**config.mk**
```make
export PLATFORM = sky130hd
export DESIGN_NAME = ppp_async_hdlc_deframer
export DESIGN_NICKNAME = d
export VERILOG_FILES = /design/src/pppahdlc_pkg.sv /design/src/pppahdlc_front.sv /design/src/pppahdlc_back.sv /design/src/ppp_async_hdlc_deframer.sv
export SDC_FILE = /design/constraint.sdc
export NUM_CORES = 1
export LEC_CHECK = 0
export BUFFER_PORTS_ARGS = -buffer_cell sky130_fd_sc_hd__buf_4
export CAP_MARGIN = 20
export CORE_UTILIZATION = 50
export CTS_CLUSTER_SIZE = 28
export DETAILED_ROUTE_END_ITERATION = 10
export PLACE_DENSITY = 0.75
export SLEW_MARGIN = 30
export SYNTH_ARGS = -nofsm -noshare
export SYNTH_HDL_FRONTEND = slang
export SYNTH_HIERARCHICAL = 1
export SYNTH_SLANG_ARGS = --single-unit
```
**constraint.sdc**
```tcl
create_clock -name clock -period 5.23 [get_ports clock]
set_input_delay 1.569 -clock clock [delete_from_list [all_inputs] [get_ports clock]]
set_output_delay 1.569 -clock clock [all_outputs]
set_load 0.05 [all_outputs]
```
**src/pppahdlc_pkg.sv**
```systemverilog
// Shared types, constants and the FCS-16 byte update for the PPP async HDLC deframer.
package pppahdlc_pkg;

   // Field widths
   localparam int ACTION_W   = 2;
   localparam int BYTE_W     = 8;
   localparam int INDEX_W    = 11;
   localparam int COUNT_W    = 12;
   localparam int FCS_W      = 16;
   localparam int KIND_W     = 3;

   // Frame size limit defaults
   localparam int MAX_FRAME_BYTES_DEFAULT = 2048;
   localparam logic [COUNT_W-1:0] MAX_FRAME_RESET = 12'd2048;

   // Decoupling queue
   localparam int QUEUE_DEPTH = 4;

   // CSR port
   localparam int CSR_ADDR_W = 3;
   localparam int CSR_DATA_W = 32;
   localparam logic [CSR_ADDR_W-1:0] CSR_ADDR_KEEP = 3'd0;
   localparam logic [CSR_ADDR_W-1:0] CSR_ADDR_MAX  = 3'd4;

   // Special characters
   localparam logic [BYTE_W-1:0] CHAR_FLAG   = 8'h7e;
   localparam logic [BYTE_W-1:0] CHAR_ESC    = 8'h7d;
   localparam logic [BYTE_W-1:0] CHAR_XOR    = 8'h20;
   localparam logic [BYTE_W-1:0] CHAR_ADDR   = 8'hff;
   localparam logic [BYTE_W-1:0] CHAR_CTRL   = 8'h03;
   localparam logic [FCS_W-1:0]  FCS_INIT    = 16'hffff;
   localparam logic [FCS_W-1:0]  FCS_GOOD    = 16'hf0b8;
   localparam logic [COUNT_W-1:0] HDR_TRAILER_BYTES = 12'd4;
   localparam logic [COUNT_W-1:0] SHORT_FRAME_BYTES = 12'd3;

   typedef enum logic [ACTION_W-1:0] {
      ACT_BYTE     = 2'd0,
      ACT_ARM      = 2'd1,
      ACT_AUTOSYNC = 2'd2,
      ACT_DISABLE  = 2'd3
   } action_type;

   typedef enum logic [KIND_W-1:0] {
      EV_NONE     = 3'd0,
      EV_STORED   = 3'd1,
      EV_GOOD     = 3'd2,
      EV_CRC_ERR  = 3'd3,
      EV_OVERFLOW = 3'd4
   } event_type;

   // Classified transaction held in the queue
   typedef struct packed {
      action_type        action;
      logic [BYTE_W-1:0] rx_byte;
      logic              is_flag;
      logic              is_esc;
      logic              is_drop;
   } entry_type;

   // One CRC-16/PPP (reflected 0x1021) byte step
   function automatic logic [FCS_W-1:0] fcs_byte(input logic [FCS_W-1:0] fcs,
                                                 input logic [BYTE_W-1:0] c);
      logic [BYTE_W-1:0] b;
      logic [FCS_W-1:0]  t;
      b = fcs[7:0] ^ c;
      b = b ^ {b[3:0], 4'b0000};
      t = {b, 8'h00} ^ {5'b00000, b, 3'b000} ^ {12'h000, b[7:4]};
      return {8'h00, fcs[15:8]} ^ t;
   endfunction

endpackage

```
**src/pppahdlc_front.sv**
```systemverilog
// Front end: classifies incoming transactions and queues them for the back end.
module pppahdlc_front (
   input  logic                              clock,
   input  logic                              reset,
   input  logic                              keep_control_chars,
   input  logic                              req_valid,
   output logic                              req_stall,
   input  logic [pppahdlc_pkg::ACTION_W-1:0] req_action,
   input  logic [pppahdlc_pkg::BYTE_W-1:0]   req_rx_byte,
   output logic                              head_valid,
   output pppahdlc_pkg::entry_type           head_entry,
   input  logic                              head_pop
);

   localparam int PTR_W = $clog2(pppahdlc_pkg::QUEUE_DEPTH);
   localparam int CNT_W = $clog2(pppahdlc_pkg::QUEUE_DEPTH + 1);

   pppahdlc_pkg::entry_type queue_ff [pppahdlc_pkg::QUEUE_DEPTH];
   logic [PTR_W-1:0] wr_ptr_ff, wr_ptr_in;
   logic [PTR_W-1:0] rd_ptr_ff, rd_ptr_in;
   logic [CNT_W-1:0] count_ff, count_in;
   pppahdlc_pkg::entry_type new_entry;
   logic push;
   logic pop;

   // classification
   always_comb begin
      new_entry.action  = pppahdlc_pkg::action_type'(req_action);
      new_entry.rx_byte = req_rx_byte;
      new_entry.is_flag = (req_rx_byte == pppahdlc_pkg::CHAR_FLAG);
      new_entry.is_esc  = (req_rx_byte == pppahdlc_pkg::CHAR_ESC);
      new_entry.is_drop = (req_rx_byte < pppahdlc_pkg::CHAR_XOR) && !keep_control_chars;
   end

   assign req_stall  = (count_ff == CNT_W'(pppahdlc_pkg::QUEUE_DEPTH));
   assign push       = req_valid && !req_stall;
   assign head_valid = (count_ff != '0);
   assign pop        = head_pop && head_valid;
   assign head_entry = queue_ff[rd_ptr_ff];

   always_comb begin
      wr_ptr_in = push ? PTR_W'(wr_ptr_ff + 1'b1) : wr_ptr_ff;
      rd_ptr_in = pop  ? PTR_W'(rd_ptr_ff + 1'b1) : rd_ptr_ff;
      count_in  = count_ff;
      if (push && !pop) begin
         count_in = CNT_W'(count_ff + 1'b1);
      end else if (pop && !push) begin
         count_in = CNT_W'(count_ff - 1'b1);
      end
   end

   always_ff @(posedge clock) begin
      if (reset) begin
         wr_ptr_ff <= '0;
         rd_ptr_ff <= '0;
         count_ff  <= '0;
      end else begin
         wr_ptr_ff <= wr_ptr_in;
         rd_ptr_ff <= rd_ptr_in;
         count_ff  <= count_in;
      end
   end

   always_ff @(posedge clock) begin
      if (push) begin
         queue_ff[wr_ptr_ff] <= new_entry;
      end
   end

endmodule

```
**src/pppahdlc_back.sv**
```systemverilog
// Back end: receiver state, unescaping, FCS check and the registered result stage.
module pppahdlc_back #(
   parameter int MAX_FRAME_BYTES = pppahdlc_pkg::MAX_FRAME_BYTES_DEFAULT
) (
   input  logic                               clock,
   input  logic                               reset,
   input  logic [pppahdlc_pkg::COUNT_W-1:0]   max_frame_bytes,
   input  logic                               head_valid,
   input  pppahdlc_pkg::entry_type            head_entry,
   output logic                               head_pop,
   output logic                               rsp_valid,
   input  logic                               rsp_stall,
   output logic                               rsp_accepted,
   output logic                               rsp_rx_ready,
   output logic [pppahdlc_pkg::KIND_W-1:0]    rsp_event_kind,
   output logic [pppahdlc_pkg::BYTE_W-1:0]    rsp_data_byte,
   output logic [pppahdlc_pkg::INDEX_W-1:0]   rsp_byte_index,
   output logic [pppahdlc_pkg::COUNT_W-1:0]   rsp_payload_length,
   output logic [pppahdlc_pkg::FCS_W-1:0]     rsp_protocol_id
);

   localparam int COUNT_MAX = (1 << pppahdlc_pkg::COUNT_W) - 1;
   localparam logic [pppahdlc_pkg::COUNT_W-1:0] LIMIT_CAP =
      pppahdlc_pkg::COUNT_W'((MAX_FRAME_BYTES > COUNT_MAX) ? COUNT_MAX : MAX_FRAME_BYTES);

   logic armed_ff, armed_in;
   logic autosync_ff, autosync_in;
   logic escape_ff, escape_in;
   logic skip_ff, skip_in;
   logic [pppahdlc_pkg::COUNT_W-1:0] count_ff, count_in;
   logic [pppahdlc_pkg::FCS_W-1:0]   fcs_ff, fcs_in;
   logic [pppahdlc_pkg::FCS_W-1:0]   proto_ff, proto_in;

   logic                               out_valid_ff, out_valid_in;
   logic                               out_acc_ff, out_acc_in;
   logic                               out_ready_ff;
   pppahdlc_pkg::event_type            out_kind_ff, out_kind_in;
   logic [pppahdlc_pkg::BYTE_W-1:0]    out_byte_ff, out_byte_in;
   logic [pppahdlc_pkg::INDEX_W-1:0]   out_idx_ff, out_idx_in;
   logic [pppahdlc_pkg::COUNT_W-1:0]   out_len_ff, out_len_in;
   logic [pppahdlc_pkg::FCS_W-1:0]     out_proto_ff, out_proto_in;

   logic [pppahdlc_pkg::COUNT_W-1:0] limit;
   logic [pppahdlc_pkg::BYTE_W-1:0]  c_val;
   logic                             store;
   logic                             pop;

   assign limit    = (max_frame_bytes > LIMIT_CAP) ? LIMIT_CAP : max_frame_bytes;
   assign pop      = head_valid && (!out_valid_ff || !rsp_stall);
   assign head_pop = pop;

   always_comb begin
      armed_in     = armed_ff;
      autosync_in  = autosync_ff;
      escape_in    = escape_ff;
      skip_in      = skip_ff;
      count_in     = count_ff;
      fcs_in       = fcs_ff;
      proto_in     = proto_ff;
      out_acc_in   = 1'b1;
      out_kind_in  = pppahdlc_pkg::EV_NONE;
      out_byte_in  = '0;
      out_idx_in   = '0;
      out_len_in   = '0;
      out_proto_in = '0;
      c_val        = head_entry.rx_byte;
      store        = 1'b0;

      case (head_entry.action)
         pppahdlc_pkg::ACT_ARM: begin
            count_in = '0;
            fcs_in   = pppahdlc_pkg::FCS_INIT;
            proto_in = '0;
            armed_in = 1'b1;
         end
         pppahdlc_pkg::ACT_AUTOSYNC: begin
            autosync_in = 1'b1;
            armed_in    = 1'b0;
         end
         pppahdlc_pkg::ACT_DISABLE: begin
            armed_in = 1'b0;
         end
         default: begin
            // autosync: flag or escape wakes an idle receiver
            if (!armed_ff && autosync_ff && (head_entry.is_flag || head_entry.is_esc)) begin
               count_in = '0;
               fcs_in   = pppahdlc_pkg::FCS_INIT;
               proto_in = '0;
               armed_in = 1'b1;
            end
            if (!armed_in) begin
               out_acc_in = 1'b0;
            end else if (skip_ff) begin
               if (head_entry.is_flag) begin
                  skip_in  = 1'b0;
                  count_in = '0;
                  fcs_in   = pppahdlc_pkg::FCS_INIT;
                  proto_in = '0;
               end
            end else if (head_entry.is_drop) begin
               // control char discarded
            end else if (escape_ff) begin
               escape_in = 1'b0;
               if (head_entry.is_flag) begin
                  // abort sequence
                  count_in = '0;
                  fcs_in   = pppahdlc_pkg::FCS_INIT;
                  proto_in = '0;
               end else begin
                  c_val = head_entry.rx_byte ^ pppahdlc_pkg::CHAR_XOR;
                  store = 1'b1;
               end
            end else if (head_entry.is_flag) begin
               if (fcs_in == pppahdlc_pkg::FCS_GOOD) begin
                  out_kind_in  = pppahdlc_pkg::EV_GOOD;
                  out_len_in   = (count_in >= pppahdlc_pkg::HDR_TRAILER_BYTES) ?
                                 count_in - pppahdlc_pkg::HDR_TRAILER_BYTES : '0;
                  out_proto_in = proto_in;
               end else if (count_in > pppahdlc_pkg::SHORT_FRAME_BYTES) begin
                  out_kind_in = pppahdlc_pkg::EV_CRC_ERR;
               end
               count_in = '0;
               fcs_in   = pppahdlc_pkg::FCS_INIT;
               proto_in = '0;
            end else if (head_entry.is_esc) begin
               escape_in = 1'b1;
            end else begin
               store = 1'b1;
            end

            if (store) begin
               if (count_in >= limit) begin
                  skip_in     = 1'b1;
                  count_in    = '0;
                  fcs_in      = pppahdlc_pkg::FCS_INIT;
                  proto_in    = '0;
                  out_kind_in = pppahdlc_pkg::EV_OVERFLOW;
               end else begin
                  fcs_in = pppahdlc_pkg::fcs_byte(fcs_in, c_val);
                  // leading address/control octets are checked but not stored
                  if (!(count_in == '0 && (c_val == pppahdlc_pkg::CHAR_ADDR ||
                                           c_val == pppahdlc_pkg::CHAR_CTRL))) begin
                     if (count_in == '0) begin
                        proto_in = {c_val, 8'h00};
                     end else if (count_in == pppahdlc_pkg::COUNT_W'(1)) begin
                        proto_in = {proto_in[15:8], c_val};
                     end
                     out_kind_in = pppahdlc_pkg::EV_STORED;
                     out_byte_in = c_val;
                     out_idx_in  = count_in[pppahdlc_pkg::INDEX_W-1:0];
                     count_in    = pppahdlc_pkg::COUNT_W'(count_in + 1'b1);
                  end
               end
            end
         end
      endcase

      out_valid_in = pop || (out_valid_ff && rsp_stall);
   end

   always_ff @(posedge clock) begin
      if (reset) begin
         armed_ff     <= 1'b0;
         autosync_ff  <= 1'b0;
         escape_ff    <= 1'b0;
         skip_ff      <= 1'b0;
         count_ff     <= '0;
         fcs_ff       <= pppahdlc_pkg::FCS_INIT;
         proto_ff     <= '0;
         out_valid_ff <= 1'b0;
      end else begin
         out_valid_ff <= out_valid_in;
         if (pop) begin
            armed_ff    <= armed_in;
            autosync_ff <= autosync_in;
            escape_ff   <= escape_in;
            skip_ff     <= skip_in;
            count_ff    <= count_in;
            fcs_ff      <= fcs_in;
            proto_ff    <= proto_in;
         end
      end
   end

   always_ff @(posedge clock) begin
      if (pop) begin
         out_acc_ff   <= out_acc_in;
         out_ready_ff <= armed_in;
         out_kind_ff  <= out_kind_in;
         out_byte_ff  <= out_byte_in;
         out_idx_ff   <= out_idx_in;
         out_len_ff   <= out_len_in;
         out_proto_ff <= out_proto_in;
      end
   end

   assign rsp_valid          = out_valid_ff;
   assign rsp_accepted       = out_acc_ff;
   assign rsp_rx_ready       = out_ready_ff;
   assign rsp_event_kind     = out_kind_ff;
   assign rsp_data_byte      = out_byte_ff;
   assign rsp_byte_index     = out_idx_ff;
   assign rsp_payload_length = out_len_ff;
   assign rsp_protocol_id    = out_proto_ff;

endmodule

```
**src/ppp_async_hdlc_deframer.sv**
```systemverilog
// Top level of the PPP async HDLC receive deframer: CSRs, front end, queue and back end.
//
// Usage:
//  - req_ channel: one transaction per accepted cycle (req_valid high, req_stall low).
//    req_action 0 carries a received line byte in req_rx_byte; 1 arms the receiver,
//    2 starts autosync (wake on a flag or escape), 3 disables it.
//  - rsp_ channel: exactly one result per request, in order. rsp_event_kind tells
//    whether a byte was stored (with its index), a frame ended good (protocol and
//    payload length), with a CRC error, or overflowed the frame limit.
//  - APB port: offset 0x0 keep_control_chars, offset 0x4 max_frame_bytes (12 bits).
//    Write registers only while the block is idle.
// Timing:
//  - Throughput is one transaction per cycle while rsp_stall is low; the back end state
//    update (unescape, FCS byte step, count compare) is combinational logic.
//  - An accepted transaction is written into the 4-entry queue between the two ends
//    and from there into the result register.
//  - When rsp_stall holds the output register, the queue absorbs up to 4 more
//    transactions, after which req_stall rises.
//  - Reset (synchronous) empties the queue, disarms the receiver, clears autosync
//    and restores the CSR defaults.
module ppp_async_hdlc_deframer #(
   parameter int MAX_FRAME_BYTES = pppahdlc_pkg::MAX_FRAME_BYTES_DEFAULT
) (
   input  logic                                  clock,
   input  logic                                  reset,
   // request channel
   input  logic                                  req_valid,
   output logic                                  req_stall,
   input  logic [pppahdlc_pkg::ACTION_W-1:0]     req_action,
   input  logic [pppahdlc_pkg::BYTE_W-1:0]       req_rx_byte,
   // result channel
   output logic                                  rsp_valid,
   input  logic                                  rsp_stall,
   output logic                                  rsp_accepted,
   output logic                                  rsp_rx_ready,
   output logic [pppahdlc_pkg::KIND_W-1:0]       rsp_event_kind,
   output logic [pppahdlc_pkg::BYTE_W-1:0]       rsp_data_byte,
   output logic [pppahdlc_pkg::INDEX_W-1:0]      rsp_byte_index,
   output logic [pppahdlc_pkg::COUNT_W-1:0]      rsp_payload_length,
   output logic [pppahdlc_pkg::FCS_W-1:0]        rsp_protocol_id,
   // APB configuration
   input  logic                                  psel,
   input  logic                                  penable,
   input  logic                                  pwrite,
   input  logic [pppahdlc_pkg::CSR_ADDR_W-1:0]   paddr,
   input  logic [pppahdlc_pkg::CSR_DATA_W-1:0]   pwdata,
   output logic [pppahdlc_pkg::CSR_DATA_W-1:0]   prdata,
   output logic                                  pready
);

   logic                                 keep_ff;
   logic [pppahdlc_pkg::COUNT_W-1:0]     max_ff;
   logic                                 csr_wr;

   logic                                 head_valid;
   pppahdlc_pkg::entry_type              head_entry;
   logic                                 head_pop;

   // zero wait-state APB
   assign pready = 1'b1;
   assign csr_wr = psel && penable && pwrite && pready;

   always_ff @(posedge clock) begin
      if (reset) begin
         keep_ff <= 1'b0;
         max_ff  <= pppahdlc_pkg::MAX_FRAME_RESET;
      end else if (csr_wr) begin
         if (paddr == pppahdlc_pkg::CSR_ADDR_KEEP) begin
            keep_ff <= pwdata[0];
         end else if (paddr == pppahdlc_pkg::CSR_ADDR_MAX) begin
            max_ff <= pwdata[pppahdlc_pkg::COUNT_W-1:0];
         end
      end
   end

   always_comb begin
      prdata = '0;
      if (paddr == pppahdlc_pkg::CSR_ADDR_KEEP) begin
         prdata = {{(pppahdlc_pkg::CSR_DATA_W-1){1'b0}}, keep_ff};
      end else if (paddr == pppahdlc_pkg::CSR_ADDR_MAX) begin
         prdata = {{(pppahdlc_pkg::CSR_DATA_W-pppahdlc_pkg::COUNT_W){1'b0}}, max_ff};
      end
   end

   // front end: classify and queue
   pppahdlc_front u_front (
      .clock              (clock),
      .reset              (reset),
      .keep_control_chars (keep_ff),
      .req_valid          (req_valid),
      .req_stall          (req_stall),
      .req_action         (req_action),
      .req_rx_byte        (req_rx_byte),
      .head_valid         (head_valid),
      .head_entry         (head_entry),
      .head_pop           (head_pop)
   );

   // back end: receiver state and result register
   pppahdlc_back #(
      .MAX_FRAME_BYTES (MAX_FRAME_BYTES)
   ) u_back (
      .clock              (clock),
      .reset              (reset),
      .max_frame_bytes    (max_ff),
      .head_valid         (head_valid),
      .head_entry         (head_entry),
      .head_pop           (head_pop),
      .rsp_valid          (rsp_valid),
      .rsp_stall          (rsp_stall),
      .rsp_accepted       (rsp_accepted),
      .rsp_rx_ready       (rsp_rx_ready),
      .rsp_event_kind     (rsp_event_kind),
      .rsp_data_byte      (rsp_data_byte),
      .rsp_byte_index     (rsp_byte_index),
      .rsp_payload_length (rsp_payload_length),
      .rsp_protocol_id    (rsp_protocol_id)
   );

endmodule
```
==> impl_metrics.tcl, run 1 <==
set metrics [dict create \
    htreeDepth 4 \
    max_stage_delay_ns 0.74 \
    portBuffers 97 \
    crit_buf_inv 2 \
    postCtsHoldBufs 0 \
    cts_tree "yes" \
    die_area_um2 17700 \
    hold_slack_ns 0.444 \
    netlist_instances 767 \
    rsz0062_at_grt "no" \
    grt_first_pass_wirelength_um 28800 \
    status "finished, final reports clean" \
    synth_edf_count 104 \
    synth.area.top_cells "edfxtp_1 36%, dfxtp_1 17%, ha_1 3.8%, nor2_1 3.4%, xnor2_1 3.0%" \
    post-cts-setup-buffers 0 \
    io_pins 139 \
    setup_viol 0 \
    final_util_pct 59.9 \
    p_per_area_nw_per_um2 501 \
    power_frac_clock_pct 24.5 \
    start_util_pct 51.4 \
    coreArea_um2 16700 \
    fp.dieH_um 133 \
    hold_path.class "flop to flop" \
    switching_share_pct 39.3 \
    gr-usage-met2_pct 35.0 \
    via_per_inst 5.38 \
    nets 938 \
    worstPathMaxFanout 11 \
    start_kind "flop" \
    cts_buffers 17 \
    routedWlPerCell_um 16.5 \
    relSlewSlack_pct 43.2 \
    drive_gt1_share_pct 19.0 \
    postSynth.asyncResetShare_pct 0 \
    multi_input_area_um2 3680 \
    clock-root-buffer "clkbuf_16" \
    hold_start "u_back/proto_ff[5]$_SDFFE_PP0P_" \
    min_delay_path_depth 2 \
    setup_slack_ns 0.597 \
    combPwrFrac_pct 38.1 \
    grt.overflow.total 0 \
    gp_congestion 0.846 \
    clkTransAtPathRegs_ns 0.06 \
    path_delay_family "simple AND/OR/NAND/NOR gates" \
    gr-usage-met3_pct 4.48 \
    netlist.area_leader.share_pct 36.3 \
    net-switching-power_mw 1.97 \
    vias 5871 \
    top_usage_layer "met2" \
    critical_path_class "flop to flop" \
    area_growth_syn_to_layout_pct 16.5 \
    p_seq_share_pct 37.4 \
    ys_seq_area_share_pct 52.9 \
    routed_wirelength_um 18000 \
    rrSetupSlack_ns 0.60 \
    final_cell_mix "104 x buf_4, 104 x edfxtp_1, 76 x nor2_1" \
    power_leakage_nw 3.98 \
    die_width_um 133 \
    ant_nets 0 \
    register_area_um2 4540 \
    dpl.hpwl_um 13000 \
    layout_min_cycle_time_ns 4.63 \
    worstPathCellList "mux4_1 > nor2_1 > o22a_1 > buf_4 > nand2_1 > inv_1 > ha_1 > a211oi_1 > nand2_1 > nor3_1 > a21oi_2 > nor3_4 > or4b_1 > nand3_1" \
    post-route-period-util_pct 88.6 \
    synth_top_flop_cell "edfxtp_1" \
    ys_warn_count 6 \
    tightest_slew_ns 0.850 \
    antenna_found_initial 0 \
    first_pass_iters 5 \
    cts.sinks 175 \
    critical_path.most_common_cell "nand2_1" \
    grt_use_met1_pct 27.5 \
    avgSynthCellArea_um2 11.2 \
    p_int_mw 3.04 \
    ir_drop_mv 0.280 \
    nFillCells 1447 \
    first_global_vias 5642 \
    cts.repair.resized 0 \
    synth-seq-cells 175 \
    drv_cap 0 \
    num_rows 47 \
    synthesis.area_um2 8590 \
    max_freq_ghz 0.216 \
    grt_use_total_pct 21.4 \
    hold_viol_final 0 \
    r2r.worst_path.cells 14 \
    synth_cell_types 81 \
    end_kind "flop" \
    hold_end "u_back/proto_ff[5]$_SDFFE_PP0P_" \
    clk_path_buf_depth 2 \
    fin_setup_tns_ns 0 \
    maxSlewViolCount 0 \
    r2r-end "u_back/count_ff[4]$_SDFFE_PP0P_" \
    dr.first_iter.drc_count 464 \
    cp.required_ns 5.61 \
    fin_worst_skew_ns 0.00827 \
    yosys.area.top_type "edfxtp_1" \
    clk-insertion-delay-late_ns 0.44 \
    grt_max_degree 59 \
    slowest_stage "mux4_1" \
    post-route-drc-count 0 \
    worstPathArrival_ns 5.01 \
    preCtsSetupSlack_ns 0.679 \
    diodes 0 \
]
==> sequential cells by signal, summed over array words and instances (netlist names), named ones only <==
register and count:
u_front/count_ff 3, u_back/proto_ff 16, u_back/rsp_valid 1, u_back/skip_ff 1, u_back/armed_ff 1, u_back/rsp_event_kind 3
max_ff 12, u_back/rsp_data_byte 8, u_back/rsp_rx_ready 1, u_front/rd_ptr_ff 2, u_back/escape_ff 1, u_front/wr_ptr_ff 2
u_back/rsp_protocol_id 16, u_back/autosync_ff 1, keep_ff 1, u_back/count_ff 12, u_back/fcs_ff 16, u_back/rsp_accepted 1
u_back/rsp_byte_index 11, u_back/rsp_payload_length 12, u_front/queue_ff 52
==> power by group through the flow <==
stage          clock network [mW]  logic, mW  registers [mW]
3_5_place_dp                    0       1.92            1.91
6_report                     1.23       1.91            1.88
5_1_grt                      1.31       2.03            1.90
2_1_floorplan                   0      0.796            2.52
4_1_cts                      1.25       1.92            1.88
3_3_place_gp                    0       1.90            1.90
==> cell families (layout without fill, tap and decap cells) <==
| logic type | after synthesis | in the layout | synth area share [%] |
|---|---|---|---|
| multiplexers | 32 | 32 | 5.75 |
| other | 2 | 21 | 0.0874 |
| adder cells (fa/ha/maj) | 27 | 27 | 4.02 |
| XOR/XNOR | 44 | 44 | 4.65 |
| AND/OR/NAND/NOR | 278 | 278 | 17.0 |
| buffers and inverters | 92 | 178 | 5.27 |
| flip-flops | 175 | 175 | 52.9 |
| AO/OA/AOI/OAI | 117 | 117 | 10.3 |
==> tightest hold or removal path: cells and delay by family, from the launching register on <==
family | cells | cell delay [ns]
flip-flops | 1 | 0.30
buffers and inverters | 1 | 0.05
AO/OA/AOI/OAI | 1 | 0.05
==> layout make-up <==
| type | count | share of cell area, % |
|---|---|---|
| flip-flops and latches | 175 | 45.4 |
| well taps | 220 | 2.75 |
| repair buffers | 104 | 7.80 |
| clock buffers | 19 | 4.33 |
| multi-input cells | 519 | 36.7 |
| clock inverters | 13 | 1.39 |
| inverters | 42 | 1.58 |
==> cells in the mapped netlist (3+ instances only) <==
cell type	n
mux4_2	10
ha_1	26
a32oi_1	3
nor4_1	6
xnor2_1	29
a31oi_1	4
o22a_1	7
inv_1	42
or3_1	4
nand3_1	9
xor2_1	14
a21o_1	6
or4_1	3
mux2i_1	19
o22ai_1	8
nand2b_1	34
nand2_1	60
clkbuf_1	22
dfxtp_1	71
o21ai_0	12
buf_4	21
mux4_1	3
nor4b_1	3
edfxtp_1	104
nor2_1	77
a22o_1	14
and3_1	3
buf_2	4
a211oi_1	3
o21ai_1	8
nor3b_1	4
o211ai_1	6
nand4_1	7
nor3_1	12
a21oi_1	18
and2_1	34
and3b_1	3
o21a_1	3
==> worst max path at each step <==
stage / cells past startpoint / startpoint / end / slack [ns]
5_1_grt: 14 / flop / u_back/count_ff[4]$_SDFFE_PP0P_ / 0.28
3_3_place_gp: 14 / flop / u_back/count_ff[4]$_SDFFE_PP0P_ / 0.73
4_1_cts: 14 / flop / u_back/count_ff[4]$_SDFFE_PP0P_ / 0.64
6_report: 14 / flop / u_back/count_ff[4]$_SDFFE_PP0P_ / 0.60
3_5_place_dp: 14 / flop / u_back/count_ff[4]$_SDFFE_PP0P_ / 0.68
2_1_floorplan: 6 / rsp_stall / u_back/count_ff[4]$_SDFFE_PP0P_ / 0.17
==> metal layers <==
layer  up-vias  share of wire, %
met1      2794                45
li1       2886                 -
met4         0               2.3
met3        28               4.5
met5         -                 0
met2       163                49
==> stage by stage <==
stage / power [mW] / cell area, um2 / std cells
2_1_floorplan: 3.31 / 8660 / 786
4_1_cts: 5.05 / 10000 / 1092
3_3_place_gp: 3.80 / 9430 / 1060
3_5_place_dp: 3.83 / 9430 / 1060
5_1_grt: 5.24 / 10000 / 1092
6_report: 5.01 / 10000 / 1092
Note: power is estimated with default switching activity, not from simulation.
==> run 2, diff against run 1 <==
--- a/config.mk
+++ b/config.mk
@@ -14,5 +14,5 @@
 export SLEW_MARGIN = 30
 export SYNTH_ARGS = -nofsm -noshare
 export SYNTH_HDL_FRONTEND = slang
-export SYNTH_HIERARCHICAL = 1
 export SYNTH_SLANG_ARGS = --single-unit
+export TNS_END_PERCENT = 50
==> run 2 against run 1 <==
Maximum frequency fell by 0.38%; sequential power barely moved; via count is 8.3% higher; area after synthesis is 2.8% higher; clock power fell by 4%; critical path depth unchanged; first-iteration DRC count up 13%; largest power group unchanged; highest routed layer unchanged.
==> impl_metrics.tcl, run 2 <==
set metrics [dict create \
    nets 987 \
    cts_tree "yes" \
    drive_gt1_share_pct 20.5 \
    netlist_instances 821 \
    synth.area.mux_share_pct 4.36 \
    drv_cap 0 \
    hold_path.class "flop to flop" \
    worstPathMaxFanout 13 \
    relSlewSlack_pct 46.2 \
    clock-root-buffer "clkbuf_16" \
    ys_seq_area_share_pct 51.5 \
    placedInstanceArea_um2 9620 \
    routedWlPerCell_um 16.8 \
    antenna_found_initial 0 \
    synth_xor_area_share_pct 4.33 \
    ir_drop_mv 0.434 \
    rsz0062_at_grt "no" \
    routed_wirelength_um 19200 \
    cts_buffers 17 \
    grt.overflow.total 0 \
    synthesis.area_um2 8830 \
    via_per_inst 5.56 \
    clk-insertion-delay-late_ns 0.43 \
    nFillCells 1495 \
    hold_start "u_back.proto_ff[11]$_SDFFE_PP0P_" \
    p_per_area_nw_per_um2 505 \
    fin_worst_skew_ns 0.00786 \
    post-route-drc-count 0 \
    maxSlewViolCount 0 \
    synth-simple-area-share_pct 20.2 \
    synth_edf_count 104 \
    critical_path_class "flop to flop" \
    dr.first_iter.drc_count 526 \
    post-cts-setup-buffers 0 \
    synth_cell_types 82 \
    worstPathArrival_ns 5.01 \
    grt_max_degree 54 \
    synth_top_flop_cell "edfxtp_1" \
    postSynth.asyncResetShare_pct 0 \
    largest_register "u_front.queue_ff" \
    yosys.area.top_type "edfxtp_1" \
    power_mw 5.13 \
    post-route-period-util_pct 88.9 \
    first_global_vias 5986 \
    synth-seq-cells 175 \
    synth-adder-area-share_pct 4.05 \
    coreArea_um2 17300 \
    first_pass_iters 6 \
    start_kind "flop" \
    io_pins 139 \
    setup_viol 0 \
    hold_viol_final 0 \
    synth_top_family_by_area "simple AND/OR/NAND/NOR gates" \
    start_util_pct 51.1 \
    layout_min_cycle_time_ns 4.65 \
    diodes 0 \
    postCtsHoldBufs 0 \
    area_growth_syn_to_layout_pct 15.0 \
    cts.sinks 175 \
    synth_common_cells "104 x edfxtp_1, 90 x nand2_1, 71 x dfxtp_1, 57 x nor2_1, 52 x and2_1" \
    portBuffers 97 \
    grt_first_pass_wirelength_um 30800 \
    grt_use_total_pct 22.1 \
    num_rows 48 \
    die_width_um 135 \
    largest_reg_flops 52 \
    fp.dieH_um 135 \
    synth.area.top_cells "edfxtp_1 35%, dfxtp_1 16%, ha_1 3.8%, nand2_1 3.8%, and2_1 3.7%" \
    htreeDepth 4 \
    tightest_slew_ns 0.802 \
    fin_setup_tns_ns 0 \
    max_freq_ghz 0.215 \
    final_cell_mix "106 x buf_4, 104 x edfxtp_1, 90 x nand2_1" \
    power_leakage_nw 3.94 \
    vias 6361 \
    status "finished, final reports clean" \
    final_common_cell "buf_4" \
    synth_compound_area_share_pct 10.3 \
    ys_warn_count 0 \
    clk_path_buf_depth 2 \
    avgSynthCellArea_um2 10.8 \
    netlist.area_leader.share_pct 35.4 \
    cp.required_ns 5.59 \
    synth.most_common_cell "edfxtp_1" \
    ant_nets 0 \
    clkTransAtPathRegs_ns 0.07 \
    end_kind "flop" \
    final_area_um2 10200 \
    cts.repair.resized 0 \
    die_area_um2 18200 \
    dpl.hpwl_um 13700 \
    gp_congestion 0.901 \
]
-- run 2: cell families (layout without fill, tap and decap cells) --
kind of cell / after synthesis / count (layout)
AO/OA/AOI/OAI: 134 / 134
XOR/XNOR: 42 / 42
adder cells (fa/ha/maj): 28 / 28
buffers and inverters: 84 / 163
flip-flops: 175 / 175
multiplexers: 23 / 23
other: 2 / 21
AND/OR/NAND/NOR: 333 / 333
-- run 2: path summary, 6_finish.rpt --
check | slack [ns] | cells after the start | endpoint
min reg2reg | 0.47 | 1 | u_back.proto_ff[11]$_SDFFE_PP0P_
min | 0.47 | 1 | u_back.proto_ff[11]$_SDFFE_PP0P_
max | 0.58 | 14 | u_back.count_ff[0]$_SDFFE_PP0P_
max reg2reg | 0.58 | 14 | u_back.count_ff[0]$_SDFFE_PP0P_
-- run 2: critical path: stages, from the launching register on --
cell and delay, ns:
dfxtp_1 0.61, mux4_2 0.70, a21oi_4 0.19, or3_1 0.43, nand2_1 0.19, inv_1 0.13, ha_1 0.25, a211o_1 0.27
a21oi_1 0.23, o211ai_1 0.19, o211ai_2 0.36, nand3_1 0.35, o31ai_1 0.48, nand2_1 0.11, o21ai_0 0.09
-- run 2: layout make-up --
type / count / area (um2) / area share, %
well taps: 225 / 282 / 2.77
flip-flops and latches: 175 / 4540 / 44.7
repair buffers: 106 / 796 / 7.83
multi-input cells: 581 / 3900 / 38.4
clock inverters: 14 / 118 / 1.16
clock buffers: 17 / 425 / 4.19
inverters: 26 / 97.6 / 0.960
-- run 2: report_power, final --
part	switching [mW]	leakage (nW)	total (mW)	internal, mW
clock	0.528	0.266	1.18	0.650
combinational	1.46	2.09	2.09	0.623
sequential	0.0965	1.58	1.87	1.77
total	2.09	3.94	5.13	3.04
-- run 2: per-stage QoR --
step / worst slack (ns) / utilization, % / std cells / hold WS [ns]
after floorplan: 0.944 / - / 840 / 0.424
after global placement: 0.808 / 55.6 / 1113 / 0.447
after detailed placement: 0.681 / 55.6 / 1113 / 0.462
after CTS: 0.646 / 58.7 / 1144 / 0.476
after global routing: 0.285 / 58.7 / 1144 / 0.495
final: 0.579 / 58.7 / 1144 / 0.470
-- run 2: metal layers --
| layer | GRT usage [%] | up-vias | part of all wire [%] |
|---|---|---|---|
| met4 | 8.49 | 0 | 1.8 |
| met5 | 0 | - | 0 |
| met3 | 4.05 | 27 | 5.6 |
| met1 | 29.0 | 3013 | 45 |
| li1 | - | 3062 | - |
| met2 | 36.2 | 259 | 48 |
==> run 3, diff against run 2 <==
--- a/config.mk
+++ b/config.mk
@@ -5,12 +5,13 @@
 export SDC_FILE = /design/constraint.sdc
 export NUM_CORES = 1
 export LEC_CHECK = 0
+export ABC_AREA = 0
 export BUFFER_PORTS_ARGS = -buffer_cell sky130_fd_sc_hd__buf_4
 export CAP_MARGIN = 20
-export CORE_UTILIZATION = 50
+export CORE_UTILIZATION = 52
 export CTS_CLUSTER_SIZE = 28
 export DETAILED_ROUTE_END_ITERATION = 10
-export PLACE_DENSITY = 0.75
+export PLACE_DENSITY = 0.77
 export SLEW_MARGIN = 30
 export SYNTH_ARGS = -nofsm -noshare
 export SYNTH_HDL_FRONTEND = slang
==> run 3 against run 2 <==
Combinational power about the same; count of clock-buffer cells in the layout increased by 2; via count is 1.1% lower; power increased by 2.2%; register-to-register slack got worse by 0.06 ns; worst hold slack worse by 0.0013 ns; sequential power about the same; critical path type unchanged.
==> impl_metrics.tcl, run 3 (same netlist as run 2, synthesis figures left out) <==
set metrics [dict create \
    antenna_found_initial 0 \
    cts_tree "yes" \
    end_kind "flop" \
    ir_drop_mv 0.291 \
    clock-root-buffer "clkbuf_16" \
    multi_input_area_um2 3900 \
    slowest_stage "mux4_2" \
    clk-insertion-delay-late_ns 0.43 \
    fp.dieH_um 132 \
    dp_cells 1109 \
    start_kind "flop" \
    cts.sinks 175 \
    worstPathCellList "mux4_2 > a21oi_4 > or3_1 > nand2_1 > inv_1 > ha_1 > a211o_1 > a21oi_1 > o211ai_1 > o21a_1 > or3_1 > a211o_1 > a221oi_2" \
    nFillCells 1382 \
    ant_nets 0 \
    path_delay_family "compound AO/OA/AOI/OAI gates" \
    gp_congestion 0.857 \
    num_rows 47 \
    rsz0062_at_grt "no" \
    placedInstanceArea_um2 9620 \
    drive_gt1_share_pct 20.5 \
    worstPathArrival_ns 5.06 \
    diodes 0 \
    drv_cap 0 \
    post-route-period-util_pct 90.2 \
    area_growth_syn_to_layout_pct 15.8 \
    max_stage_delay_ns 0.71 \
    dr.first_iter.drc_count 573 \
    routedWlPerCell_um 16.3 \
    largest_register "u_front.queue_ff" \
    register_area_um2 4540 \
    min_delay_path_depth 1 \
    final_common_cell "buf_4" \
    largest_reg_flops 52 \
    power_mw 5.24 \
    postCtsHoldBufs 0 \
    die_width_um 132 \
    grt.overflow.total 0 \
    fin_worst_skew_ns 0.00871 \
    fin_setup_tns_ns 0 \
    power_leakage_nw 3.96 \
    crit_buf_inv 1 \
    portBuffers 97 \
    p_per_area_nw_per_um2 513 \
    hold_viol_final 0 \
    nets 988 \
    grt_use_total_pct 22.0 \
    relSlewSlack_pct 44.5 \
    final_cell_mix "107 x buf_4, 104 x edfxtp_1, 90 x nand2_1" \
    maxSlewViolCount 0 \
    dpl.hpwl_um 13300 \
    first_pass_iters 5 \
    htreeDepth 4 \
    via_per_inst 5.51 \
    grt_max_degree 49 \
    post-route-drc-count 0 \
    clk_path_buf_depth 2 \
    hold_path.class "flop to flop" \
    routed_wirelength_um 18600 \
    instances_no_fill 1141 \
    r2r.worst_path.cells 13 \
    worstPathMaxFanout 14 \
    first_global_vias 5772 \
    clkTransAtPathRegs_ns 0.07 \
    layout_min_cycle_time_ns 4.72 \
    cts_buffers 17 \
    cts.repair.resized 0 \
    final_area_um2 10200 \
    start_util_pct 53.3 \
    cp.required_ns 5.58 \
    vias 6289 \
    die_area_um2 17500 \
    worst-path-stages 13 \
    critical_path_class "flop to flop" \
    max_freq_ghz 0.212 \
    setup_slack_ns 0.515 \
    tightest_slew_ns 0.827 \
    grt_first_pass_wirelength_um 29900 \
    io_pins 139 \
    setup_viol 0 \
    post-cts-setup-buffers 0 \
    preCtsSetupSlack_ns 0.578 \
    status "finished, final reports clean" \
    coreArea_um2 16600 \
]
## run 3: changes by cell type in the layout (fill, tap and decap cells not counted), sizes merged
cell,previous run,this run
clkinv,9,4
clkinvlp,2,4
bufinv,1,3
clkbuf,17,19
buf,106,107
## run 3: area by class of cell
cell class,instances,share of cell area (%)
flip-flops and latches,175,44.4
multi-input cells,581,38.1
repair buffers,107,7.86
clock buffers,19,4.33
well taps,220,2.69
clock inverters,13,1.60
inverters,26,0.954
## run 3: worst paths after layout
path,start,end,slack (ns)
worst max-delay path,flop,u_back.proto_ff[5]$_SDFFE_PP0P_,0.51
worst min-delay path,u_back.proto_ff[9]$_SDFFE_PP0P_,u_back.proto_ff[9]$_SDFFE_PP0P_,0.47
worst max register to register,flop,u_back.proto_ff[5]$_SDFFE_PP0P_,0.51
worst min register to register,u_back.proto_ff[9]$_SDFFE_PP0P_,u_back.proto_ff[9]$_SDFFE_PP0P_,0.47
## run 3: through the flow
step | hold WS [ns] | util, %
after floorplan | 0.424 | -
after global placement | 0.449 | 58.0
after detailed placement | 0.448 | 58.0
after CTS | 0.465 | 61.7
after global routing | 0.495 | 61.7
final | 0.469 | 61.7
## run 3: power breakdown
group          leakage [nW]  switching (mW)  total, mW  internal, mW
logic                  2.10            1.46       2.09         0.624
clock network         0.284           0.524       1.29         0.765
registers              1.58          0.0985       1.87          1.77
## run 3: routing by layer
| metal | vias to the layer above | GRT usage [%] | wire length [um] | share of wire, % |
|---|---|---|---|---|
| met5 | - | 0 | 0 | 0 |
| met4 | 0 | 9.71 | 457 | 2.5 |
| met3 | 38 | 5.11 | 1250 | 6.7 |
| met2 | 238 | 34.6 | 8660 | 47 |
| met1 | 2937 | 29.2 | 8240 | 44 |
| li1 | 3076 | - | - | - |
